$ cat src/design/cpr_sqrt.sv
// ----------------------------------------------------------------------------
// cpr_sqrt
// Pipelined integer square root, one root bit (two radicand bits) per stage.
// Gives floor(sqrt(rad)); a side word travels with each item.
// ----------------------------------------------------------------------------
module cpr_sqrt #(
    parameter int RW = 25,
    parameter int PW = 1
) (
    input  logic            clk,
    input  logic            rst_n,
    input  logic            in_valid,
    input  logic [2*RW-1:0] rad,
    input  logic [PW-1:0]   side_in,
    output logic            out_valid,
    output logic [RW-1:0]   root,
    output logic [PW-1:0]   side_out
);

    logic [RW+1:0]   rem_reg  [RW];
    logic [2*RW-1:0] rad_reg  [RW];
    logic [RW-1:0]   root_reg [RW];
    logic [PW-1:0]   side_reg [RW];
    logic            vld_reg  [RW];

    for (genvar j = 0; j < RW; j++) begin : g_stage
        logic [RW+1:0]   rem_in;
        logic [2*RW-1:0] rad_in;
        logic [RW-1:0]   root_in;
        logic [PW-1:0]   side_w;
        logic            vld_in;
        logic [RW+3:0]   cur;
        logic [RW+3:0]   trial;
        logic            take;

        if (j == 0) begin : g_first
            assign rem_in  = '0;
            assign rad_in  = rad;
            assign root_in = '0;
            assign side_w  = side_in;
            assign vld_in  = in_valid;
        end else begin : g_rest
            assign rem_in  = rem_reg[j-1];
            assign rad_in  = rad_reg[j-1];
            assign root_in = root_reg[j-1];
            assign side_w  = side_reg[j-1];
            assign vld_in  = vld_reg[j-1];
        end

        assign cur   = {rem_in, rad_in[2*RW-1 -: 2]};
        assign trial = {2'b00, root_in, 2'b01};
        assign take  = (cur >= trial);

        always_ff @(posedge clk or negedge rst_n)
        begin
            if (!rst_n)
            begin
                vld_reg[j] <= 1'b0;
            end
            else
            begin
                vld_reg[j] <= vld_in;
            end
        end

        always_ff @(posedge clk)
        begin
            rem_reg[j]  <= take ? (RW+2)'(cur - trial) : (RW+2)'(cur);
            root_reg[j] <= {root_in[RW-2:0], take};
            rad_reg[j]  <= {rad_in[2*RW-3:0], 2'b00};
            side_reg[j] <= side_w;
        end
    end

    assign out_valid = vld_reg[RW-1];
    assign root      = root_reg[RW-1];
    assign side_out  = side_reg[RW-1];

endmodule

$ cat config.mk
export PLATFORM = sky130hd
export DESIGN_NAME = cpr_sqrt
export DESIGN_NICKNAME = d
export VERILOG_FILES = /design/src/design/cpr_sqrt.sv
export SDC_FILE = /design/constraint.sdc
export NUM_CORES = 2
export LEC_CHECK = 0
export BUFFER_PORTS_ARGS = -buffer_cell sky130_fd_sc_hd__buf_2
export CORE_MARGIN = 5
export CORE_UTILIZATION = 50
export DETAILED_ROUTE_END_ITERATION = 8
export GPL_ROUTABILITY_DRIVEN = 0
export HOLD_SLACK_MARGIN = 0.08
export PLACE_DENSITY = 0.66
export SYNTH_ARGS = -nofsm -noshare
export SYNTH_HDL_FRONTEND = slang
export SYNTH_SLANG_ARGS = --single-unit
$ cat constraint.sdc
create_clock -name clk -period 6.93 [get_ports clk]
set_clock_uncertainty 0.2 [all_clocks]
set_input_delay 0.3465 -clock clk [delete_from_list [all_inputs] [get_ports clk]]
set_output_delay 0.3465 -clock clk [all_outputs]
set_load 0.01 [all_outputs]
After elaboration in Yosys (flattened, before gate mapping) --
Memory sizes are Yosys's and may differ from the RTL's. Cells that the tools add are included. Widths: inputs -> output; s select.
Cells by class: $add $sub $neg 25, $lt $le $gt $ge 25, multiplexer cells 25
Operators by type and width (number):
- $ge 29x27->1 | 24
- $mux 27 | 25
- $sub 27x27->27 | 24
- $sub 2x1->3 const B | 1
- $ge 2x1->1 const B | 1
Word-level totals: bits in registers 25, bits in writable memories 2525, input port bits 54, word-level logic and storage cells 104, memories 4
Memory list:
- rad_reg | words 25, width 48, read ports 24, clocked after Yosys merged registers in 0, write ports 25, RTL line 21 | logic [2*RW-1:0] rad_reg [RW];
- rem_reg | words 25, width 27, read ports 24, clocked after Yosys merged registers in 0, write ports 25, RTL line 20 | logic [RW+1:0] rem_reg [RW];
- root_reg | words 25, width 25, read ports 25, clocked after Yosys merged registers in 0, write ports 25, RTL line 22 | logic [RW-1:0] root_reg [RW];
- side_reg | words 25, width 1, read ports 25, clocked after Yosys merged registers in 0, write ports 25, RTL line 23 | logic [PW-1:0] side_reg [RW];

Depth between registers and ports, before layout --
An unclocked memory read counts as a cell.
word-level depth 3, depth in mapped cells 15, depth with buffers taken out 12

Worst setup path before layout --
Ideal clock, no wire load.
path kind reg2reg, start point memory root_reg[19][0] (netlist: root_reg[1][75]), end point memory rem_reg[2][119] in the netlist's numbering, arrival time 2.711 ns, required time 6.607 ns, path slack 3.896 ns, cell stages (with the launch flop) 14, path buffers 2, period minus slack after synthesis 3.034 ns, path through dfxtp_1 -> inv_1 -> ha_1 -> o21a_1 -> nor4_1 -> o31a_1 -> o21ai_1 -> a211oi_1 -> or4_1 -> and2_1 -> buf_4 -> inv_2 -> buf_6 -> mux2_1
RTL lines (RTL line):
- start: declaration | 22
- end: declaration | 20

==> results.cfg <==
[detailed_routing]
wl_per_cell_um = 14.6
drt_pass1_iterations = 5
ant_nets = 0
routed-via-count = 37800
drc = 0
drt-vias-per-instance = 5.10
drt_iter0_drc = 2056
totalWireLength_um = 108000

[timing]
worstMarginPinSlew_ns = 1.28
period_needed_ns = 3.88
setup-tns-final_ns = 0
slew_violations = 0
hold_violations = 0
setup_violations = 0
grt_setup_unrepaired = false
timing.slew.headroom = 0.141
fin_hold_ws_ns = 0.117
finalCritPeriodShare = 0.560
fmax_mhz = 258

[die]
start_util = 0.501
die_h_um = 348
die_x_um = 348
placeableCoreArea_mm2 = 0.114
io_pins = 81
rows = 124
die_area_mm2 = 0.121

[worst_setup_path]
cp_top_family = simple AND/OR/NAND/NOR gates
ff2ff_setup_slack_ns = 3.05
crit_path_start_kind = register
r2r_start = root_reg[0][286]$_DFF_P_
worstSetupPathType = reg2reg
cp_slowest_cell = a21boi_2
cp_num_buf_inv = 2
cp_cell_sequence = inv_1 > ha_1 > or3_1 > nor4_2 > nand2b_1 > or3_1 > nor2_1 > a21boi_2 > inv_2 > o2111ai_2 > nor4_1 > xor2_1
arrival_ns = 4.31
end_kind = register
worst_path_most_repeated_cell = or3_1
max_stage_delay_ns = 0.86
worstPathRequired_ns = 7.36
path_max_fanout = 25
cp-startpoint = root_reg[0][286]$_DFF_P_

[place]
portBuffers = 80
dp_hpwl_um = 79700

[pwr]
power.leakage_nw = 30.6
power_density_mw_per_mm2 = 363
peakVddDrop_mv = 0.256
power.total_mw = 23.8

[finish]
largest_register_ffs = 611
area_growth_pct = 15.1
final_common_cell = dfxtp_1
drive_gt1_frac = 0.0824
final_cell_mix = dfxtp_1, inv_1, nand2_1
filler_cell_count = 9660
fin_nets = 6170
diodes = 0

[synthesis]
synth_edf_count = 0
yosysWarnings = 0
seq_area_frac_synth = 0.559
synth_seq_cells = 1586
syn_nets = 5896
async_reset_ff_frac = 0.0158
synth_cell_types = 98
synth-main-ff-cell = dfxtp_1
syn_inst = 5490
avgSynthCellArea_um2 = 10.4
synth_area_mm2 = 0.0571

[clock_network]
path_clk_slew_ns = 0.06
clk_path_buf_depth = 3
cts_sinks = 1586
cts_hold_buf = 109
cts_resized = 0
ctsRootBufferMaster = clkbuf_16
post_cts_buffers = 0
cts_buffers = 158
ctsHtreeMaxLevel = 4
clk_latency_ns = 0.77
cts_tree = built

[global_route]
grt_max_degree = 50
grt_pass1_wl_um = 180000
grt_pass1_vias = 37100
grt_usage = 0.177
antenna_found_initial = 0
gr-total-overflow = 0

[worst_hold_path]
min_from = rad_reg[1][175]$_DFF_P_
min_path_type = reg2reg

[status]
outcome = complete, no violations

[run]
maxCapViolCount = 0
-- logic make-up after synthesis --
| logic type | after synthesis | share of synthesized area |
|---|---|---|
| buffers and inverters | 534 | 0.0360 |
| and+or+nand+nor | 1418 | 0.125 |
| muxes | 66 | 0.0128 |
| DFF | 1586 | 0.559 |
| other | 1 | 0.0000657 |
| AOI/OAI and AO/OA | 1044 | 0.115 |
| xor gates and xnor gates | 489 | 0.0750 |
| adders and majority gates | 352 | 0.0772 |
-- where the power goes --
part / total, mW / switching, mW / internal (mW) / leakage (nW)
Combinational: 3.50 / 1.85 / 1.65 / 14.6
Sequential: 11.7 / 1.08 / 10.6 / 13.4
Clock: 8.66 / 3.48 / 5.18 / 2.65
Total: 23.8 / 6.40 / 17.4 / 30.6
-- area by class of cell --
class	instances	area, µm²	share of cell area
multi-input cells	3370	23200	0.353
well taps	1512	1890	0.0288
inverters	441	1660	0.0252
flip-flops and latches	1586	31900	0.485
clock buffers	217	4460	0.0678
repair buffers	207	1640	0.0249
clock inverters	68	996	0.0152
-- synth_stat cells (all sizes together) (58+ instances only) --
| cell type | instances | share of area |
|---|---|---|
| ha | 352 | 0.077 |
| nand2b | 67 | 0.0073 |
| clkbuf | 62 | 0.0041 |
| nor4 | 79 | 0.0095 |
| nor2b | 58 | 0.0064 |
| inv | 441 | 0.029 |
| dfxtp | 1561 | 0.55 |
| or3 | 62 | 0.0069 |
| a21o | 114 | 0.015 |
| nand2 | 378 | 0.025 |
| o21a | 65 | 0.0086 |
| xor2 | 254 | 0.039 |
| xnor2 | 235 | 0.036 |
| nand3 | 92 | 0.0083 |
| nor2 | 337 | 0.022 |
| o21ai | 277 | 0.024 |
| a21oi | 300 | 0.026 |
| nor3 | 113 | 0.011 |
-- worst reg2reg max path, delay by kind of cell (launching register included) --
| family | cells | cell delay (ns) |
|---|---|---|
| xor gates and xnor gates | 1 | 0.16 |
| and+or+nand+nor | 6 | 1.52 |
| AOI/OAI and AO/OA | 2 | 1.10 |
| buffers and inverters | 2 | 0.27 |
| adders and majority gates | 1 | 0.19 |
| DFF | 1 | 0.32 |
-- through the flow --
step / instance area (µm²) / util / setup slack, ns / cells
final: 65700 / 0.577 / 3.05 / 7401
after global routing: 65700 / 0.577 / 2.73 / 7401
after CTS: 65700 / 0.577 / 3.06 / 7401
after detailed placement: 59100 / 0.519 / 3.08 / 7007
after global placement: 59100 / 0.519 / 3.08 / 7007
after floorplan: 57100 / - / 3.90 / 5490
-- metal layers --
metal  track usage  part of all wire  vias to the layer above
li1              -                 -                    19300
met1         0.223              0.45                    17500
met2         0.306              0.48                      721
met3        0.0293             0.041                      222
met4        0.0710             0.032                        0
met5             0                 0                        -
-- path summary, 6_finish.rpt --
check | endpoint | cells past startpoint
max | rem_reg[1][126]$_DFF_P_ | 12
min | rad_reg[1][225]$_DFF_P_ | 0
max reg2reg | rem_reg[1][126]$_DFF_P_ | 12
min reg2reg | rad_reg[1][225]$_DFF_P_ | 0
max in group asynchronous | g_stage[9].vld_in$_DFF_PN0_ | 4
min in group asynchronous | g_stage[24].vld_in$_DFF_PN0_ | 4
No activity file was read; power rests on OpenSTA's default activity.
