[src/design/cpr_div.sv]
// ----------------------------------------------------------------------------
// cpr_div
// Pipelined restoring divider, one quotient bit per stage. The quotient must
// fit in QW bits; a side word travels with each item.
// ----------------------------------------------------------------------------
module cpr_div #(
    parameter int NW = 50,
    parameter int DW = 25,
    parameter int QW = 25,
    parameter int PW = 1
) (
    input  logic          clk,
    input  logic          rst_n,
    input  logic          in_valid,
    input  logic [NW-1:0] num,
    input  logic [DW-1:0] den,
    input  logic [PW-1:0] side_in,
    output logic          out_valid,
    output logic [QW-1:0] quo,
    output logic [PW-1:0] side_out
);

    logic [DW:0]   rem_reg  [QW];
    logic [QW-1:0] low_reg  [QW];
    logic [QW-1:0] quo_reg  [QW];
    logic [DW-1:0] den_reg  [QW];
    logic [PW-1:0] side_reg [QW];
    logic          vld_reg  [QW];

    for (genvar j = 0; j < QW; j++) begin : g_stage
        logic [DW:0]   rem_in;
        logic [QW-1:0] low_in;
        logic [QW-1:0] quo_in;
        logic [DW-1:0] den_in;
        logic [PW-1:0] side_w;
        logic          vld_in;
        logic [DW:0]   trial;
        logic          take;

        if (j == 0) begin : g_first
            assign rem_in = (DW+1)'(num >> QW);
            assign low_in = num[QW-1:0];
            assign quo_in = '0;
            assign den_in = den;
            assign side_w = side_in;
            assign vld_in = in_valid;
        end else begin : g_rest
            assign rem_in = rem_reg[j-1];
            assign low_in = low_reg[j-1];
            assign quo_in = quo_reg[j-1];
            assign den_in = den_reg[j-1];
            assign side_w = side_reg[j-1];
            assign vld_in = vld_reg[j-1];
        end

        assign trial = {rem_in[DW-1:0], low_in[QW-1]};
        assign take  = (trial >= {1'b0, den_in});

        always_ff @(posedge clk or negedge rst_n)
        begin
            if (!rst_n)
            begin
                vld_reg[j] <= 1'b0;
            end
            else
            begin
                vld_reg[j] <= vld_in;
            end
        end

        always_ff @(posedge clk)
        begin
            rem_reg[j]  <= take ? (trial - {1'b0, den_in}) : trial;
            quo_reg[j]  <= {quo_in[QW-2:0], take};
            low_reg[j]  <= {low_in[QW-2:0], 1'b0};
            den_reg[j]  <= den_in;
            side_reg[j] <= side_w;
        end
    end

    assign out_valid = vld_reg[QW-1];
    assign quo       = quo_reg[QW-1];
    assign side_out  = side_reg[QW-1];

endmodule

[config.mk]
export PLATFORM = sky130hd
export DESIGN_NAME = cpr_div
export DESIGN_NICKNAME = d
export VERILOG_FILES = /design/src/design/cpr_div.sv
export SDC_FILE = /design/constraint.sdc
export NUM_CORES = 2
export LEC_CHECK = 0
export BUFFER_PORTS_ARGS = -buffer_cell sky130_fd_sc_hd__buf_2
export CAP_MARGIN = 10
export CORE_ASPECT_RATIO = 1.2
export CORE_MARGIN = 10
export CORE_UTILIZATION = 35
export CTS_CLUSTER_SIZE = 12
export DETAILED_ROUTE_END_ITERATION = 6
export PLACE_DENSITY = 0.56
export SKIP_CTS_REPAIR_TIMING = 1
export SYNTH_ARGS = -nofsm -noshare
export SYNTH_HDL_FRONTEND = slang
export SYNTH_SLANG_ARGS = --single-unit
[constraint.sdc]
create_clock -name clk -period 4.3 [get_ports clk]
set_input_delay 0.43 -clock clk [delete_from_list [all_inputs] [get_ports clk]]
set_output_delay 0.43 -clock clk [all_outputs]
set_load 0.02 [all_outputs]
### Word-level counts from Yosys, hierarchy flattened

Memory sizes are Yosys's and may differ from the RTL's.
Cells that the tools add are included.
Widths: inputs -> output; s select.

| storage, ports and cells | value |
|---|---|
| flip-flop bits (word level) | 25 |
| RAM bits | 2525 |
| logic and storage cells | 105 |
| memories | 5 |

Memories:

| memory | words | bits a word | rd ports | clocked after memory_dff | wr ports | line | text |
|---|---|---|---|---|---|---|---|
| rem_reg | 25 | 26 | 24 | 0 | 25 | 23 | `logic [DW:0] rem_reg [QW];` |
| den_reg | 25 | 25 | 24 | 0 | 25 | 26 | `logic [DW-1:0] den_reg [QW];` |
| quo_reg | 25 | 25 | 25 | 0 | 25 | 25 | `logic [QW-1:0] quo_reg [QW];` |
| low_reg | 25 | 24 | 24 | 0 | 25 | 24 | `logic [QW-1:0] low_reg [QW];` |
| side_reg | 25 | 1 | 25 | 0 | 25 | 27 | `logic [PW-1:0] side_reg [QW];` |

| operators by class | value |
|---|---|
| add/sub/neg operators | 25 |
| $lt $le $gt $ge | 25 |
| muxes and demuxes | 25 |

Operator list:

| operator | count |
|---|---|
| $ge 26x25->1 | 25 |
| $mux 26 | 25 |
| $sub 26x25->26 | 25 |

### Logic depth before layout (Yosys ltp)

An unclocked memory read counts as a cell.

| logic depth | value |
|---|---|
| depth after elaboration | 3 |
| mapped depth | 15 |
| depth with buffers taken out | 14 |

### Worst setup path before layout

No wires, ideal clock.

| path | value |
|---|---|
| path kind | input-to-reg |
| start | in num[24] |
| end | mem rem_reg[0][18] (netlist name) |
| data arrival time | 3337 ps |
| data required time | 4179 ps |
| slack | 842 ps |
| stages on the path | 14 |
| buffers on the path | 1 |
| cells stage by stage | inv_1 ha_1 inv_1 fa_1 a21o_1 a31oi_1 o21ai_1 a2111oi_2 o311ai_1 a31oi_2 nor4_1 o21ai_4 buf_4 mux2_2 |

RTL lines:

| element | line | text |
|---|---|---|
| start: declaration | 15 | `input logic [NW-1:0] num,` |
| end: declaration | 23 |  |

==> metrics.yaml <==
cap_violations: 0
vias_per_cell: 4.89
clock_power_share_pct: 21.7
use_met2_pct: 29.1
synth_area_leaders: "dfxtp_1 48%, ha_1 10%, a21oi_1 4.1%, inv_1 3.9%, xnor2_1 3.3%"
die_width_um: 446
rows: 187
clk_pin_slew_ns: 0.06
peakVddDrop_uv: 355
synth_compound_area_share_pct: 15.9
cts_made_buffers: 196
clkLatencyLatePin_ns: 0.84
dieArea_um2: 237000
syn-instance-count: 7684
slowest_stage: "or4_1"
clockBufferDepth: 3
yosys.area_share.simple_pct: 9.54
critPathCaptureType: "flop"
rsz0062_at_grt: "no"
synth-main-ff-cell: "dfxtp_1"
cp-start-kind: "flop"
p_int_mw: 47.3
final_common_cell: "dfxtp_1"
place_hpwl_mm: 144
dpl_cell_area_um2: 80400
yosys.area.top_type: "dfxtp_1"
dp_cells: 10526
p_comb_share_pct: 44.7
ys_types: 104
cts-root-buf: "clkbuf_16"
synthMuxAreaShare_pct: 3.87
setup_viol: 0
cp.arrival_ns: 4.60
io_pins: 106
ys_ff_latch: 1875
p_per_area_nw_per_um2: 864
drt-initial-drc-count: 2238
final_area_um2: 87500
cp_max_fo: 32
finalCriticalPeriod_ns: 3.89
reg2regPathDepth: 13
routed_wl_mm: 183
pwr-share-seq_pct: 33.6
first_pass_iters: 7
fp.coreArea_um2: 217000
clock-sinks: 1875
avgSynthCellArea_um2: 9.94
crit_chain: "inv_1, ha_1, inv_1, fa_1, a21o_1, a31o_2, a2111oi_0, nor3_1, a21oi_2, a2111oi_0, or4_1, buf_12, mux2_2"
grt_pass1_vias: 54355
die_h_um: 532
wl_per_cell_um: 16.7
tns_ns: 0
syn2layout_area_growth_pct: 14.5
start_util_pct: 35.3
io_buffers: 105
synthesis.area_um2: 76400
slew_viol_final: 0
leakagePower_nw: 39.7
path_class: "reg2reg"
drcViolationCount: 7
async_reset_ff_share_pct: 1.33
failed_checks: "design-rule violations"
grt_most_used_layer: "met2"
final_cell_mix: "1,850 x dfxtp_1, 800 x inv_1, 628 x a21oi_1"
drive_gt1_share_pct: 9.56
swShare_pct: 37.5
grt_start_max_net_pins: 49
synth_top_family_by_area: "compound AO/OA/AOI/OAI gates"
seq_area_frac_synth_pct: 49.3
finish.net_count: 8694
crit_required_ns: 5.01
grt-ovfl-total: 0
grt_pass1_wl_mm: 284
synth_fp_nets: 8412
slew_headroom_pct: 33.0
fillers: 20994
synth_edf_count: 0
outcome: "finished with violations"
crit_buf_inv: 3
final_hold_viol_count: 0
tightest_slew_ns: 1.00
yosys_warnings: 0
grtUsageMet3_pct: 2.26
power_switching_mw: 28.3
slowest_delay_ns: 0.66
critPathTopFamily: "compound AO/OA/AOI/OAI gates"
met1_usage_pct: 13.7
period_share_pct: 90.5
hold_path_class: "in2async"
setup_ws_ns: 0.409
synth.top_cell.area_share_pct: 48.5
h-tree-depth: 4
crit_cells: 13
synthAdderAreaFrac_pct: 10.9
synth-xor-area-share_pct: 5.66
fin_cells: 10946
skew_ns: 0.0389
antenna_found_initial: 3
vias: 53562
drtAntennaViolNets: 0
clock.fmax_ghz: 0.257
cts_tree: "done"
grtUsageTotal_pct: 14.7
place_congestion: 0.922
dp_slack_ns: 0.430
per-stage QoR:
stage / power, mW / hold slack, ns / utilization (%)
after floorplan: 50.5 / 0.134 / -
after global placement: 58.8 / 0.310 / 37.1
after detailed placement: 59.3 / 0.312 / 37.1
after CTS: 76.2 / -0.506 / 40.0
after global routing: 81.0 / 0.126 / 40.4
final: 75.6 / 0.121 / 40.4
cells in the mapped netlist (97+ instances only):
cell / n
dfxtp_1: 1850
inv_1: 800
a21oi_1: 630
ha_1: 625
nor2_1: 458
nand2_1: 437
o21ai_0: 384
a21o_1: 297
xnor2_1: 291
mux2_2: 217
xor2_1: 203
nand3_1: 132
clkbuf_1: 97
metal layers:
layer | vias up | part of all wire, %
met2 | 1009 | 54
met3 | 538 | 2.9
met5 | - | 0
li1 | 27058 | -
met1 | 24957 | 36
met4 | 0 | 7.3
power by group through the flow:
| stage | registers, mW | logic [mW] | clock network [mW] |
|---|---|---|---|
| 2_1_floorplan | 24.5 | 26.0 | 0 |
| 3_3_place_gp | 25.9 | 33.0 | 0 |
| 3_5_place_dp | 25.8 | 33.5 | 0 |
| 4_1_cts | 25.5 | 33.8 | 17.0 |
| 5_1_grt | 25.9 | 37.5 | 17.6 |
| 6_report | 25.4 | 33.8 | 16.4 |
worst reg2reg max path, stage by stage, from the launching register on:
cell and delay (ns):
dfxtp_1 0.31, inv_1 0.05, ha_1 0.16, inv_1 0.06, fa_1 0.40, a21o_1 0.20
a31o_2 0.26, a2111oi_0 0.46, nor3_1 0.20, a21oi_2 0.28, a2111oi_0 0.15, or4_1 0.66
buf_12 0.27, mux2_2 0.30
kinds of logic after synthesis:
family,after synthesis
AOI/OAI and AO/OA,1904
DFF,1875
and+or+nand+nor,1542
buffers and inverters,960
adders and majority gates,649
xor gates and xnor gates,494
muxes,260
final timing paths:
path | from | end | slack, ns
max | low_reg[0][191] | rem_reg[1][1] | 0.41
min | rst_n | g_stage[3].vld_in | 0.12
max reg2reg | low_reg[0][191] | rem_reg[1][1] | 0.41
min reg2reg | low_reg[1][19] | low_reg[1][44] | 0.31
max in group asynchronous | rst_n | g_stage[7].vld_in | 3.83
min in group clk | num[23] | low_reg[0][23] | 0.23
cell type report:
class / count / area, µm² / share of cell area [%]
Clock inverter: 51 / 591 / 0.675
Antenna cell: 12 / 30.0 / 0.0343
Inverter: 804 / 3020 / 3.46
Sequential cell: 1875 / 37700 / 43.1
Tap cell: 2835 / 3550 / 4.06
Timing Repair Buffer: 240 / 1910 / 2.18
Clock buffer: 280 / 5640 / 6.45
Multi-Input combinational cell: 4849 / 35100 / 40.1
No activity file was read; power rests on OpenSTA's default activity.
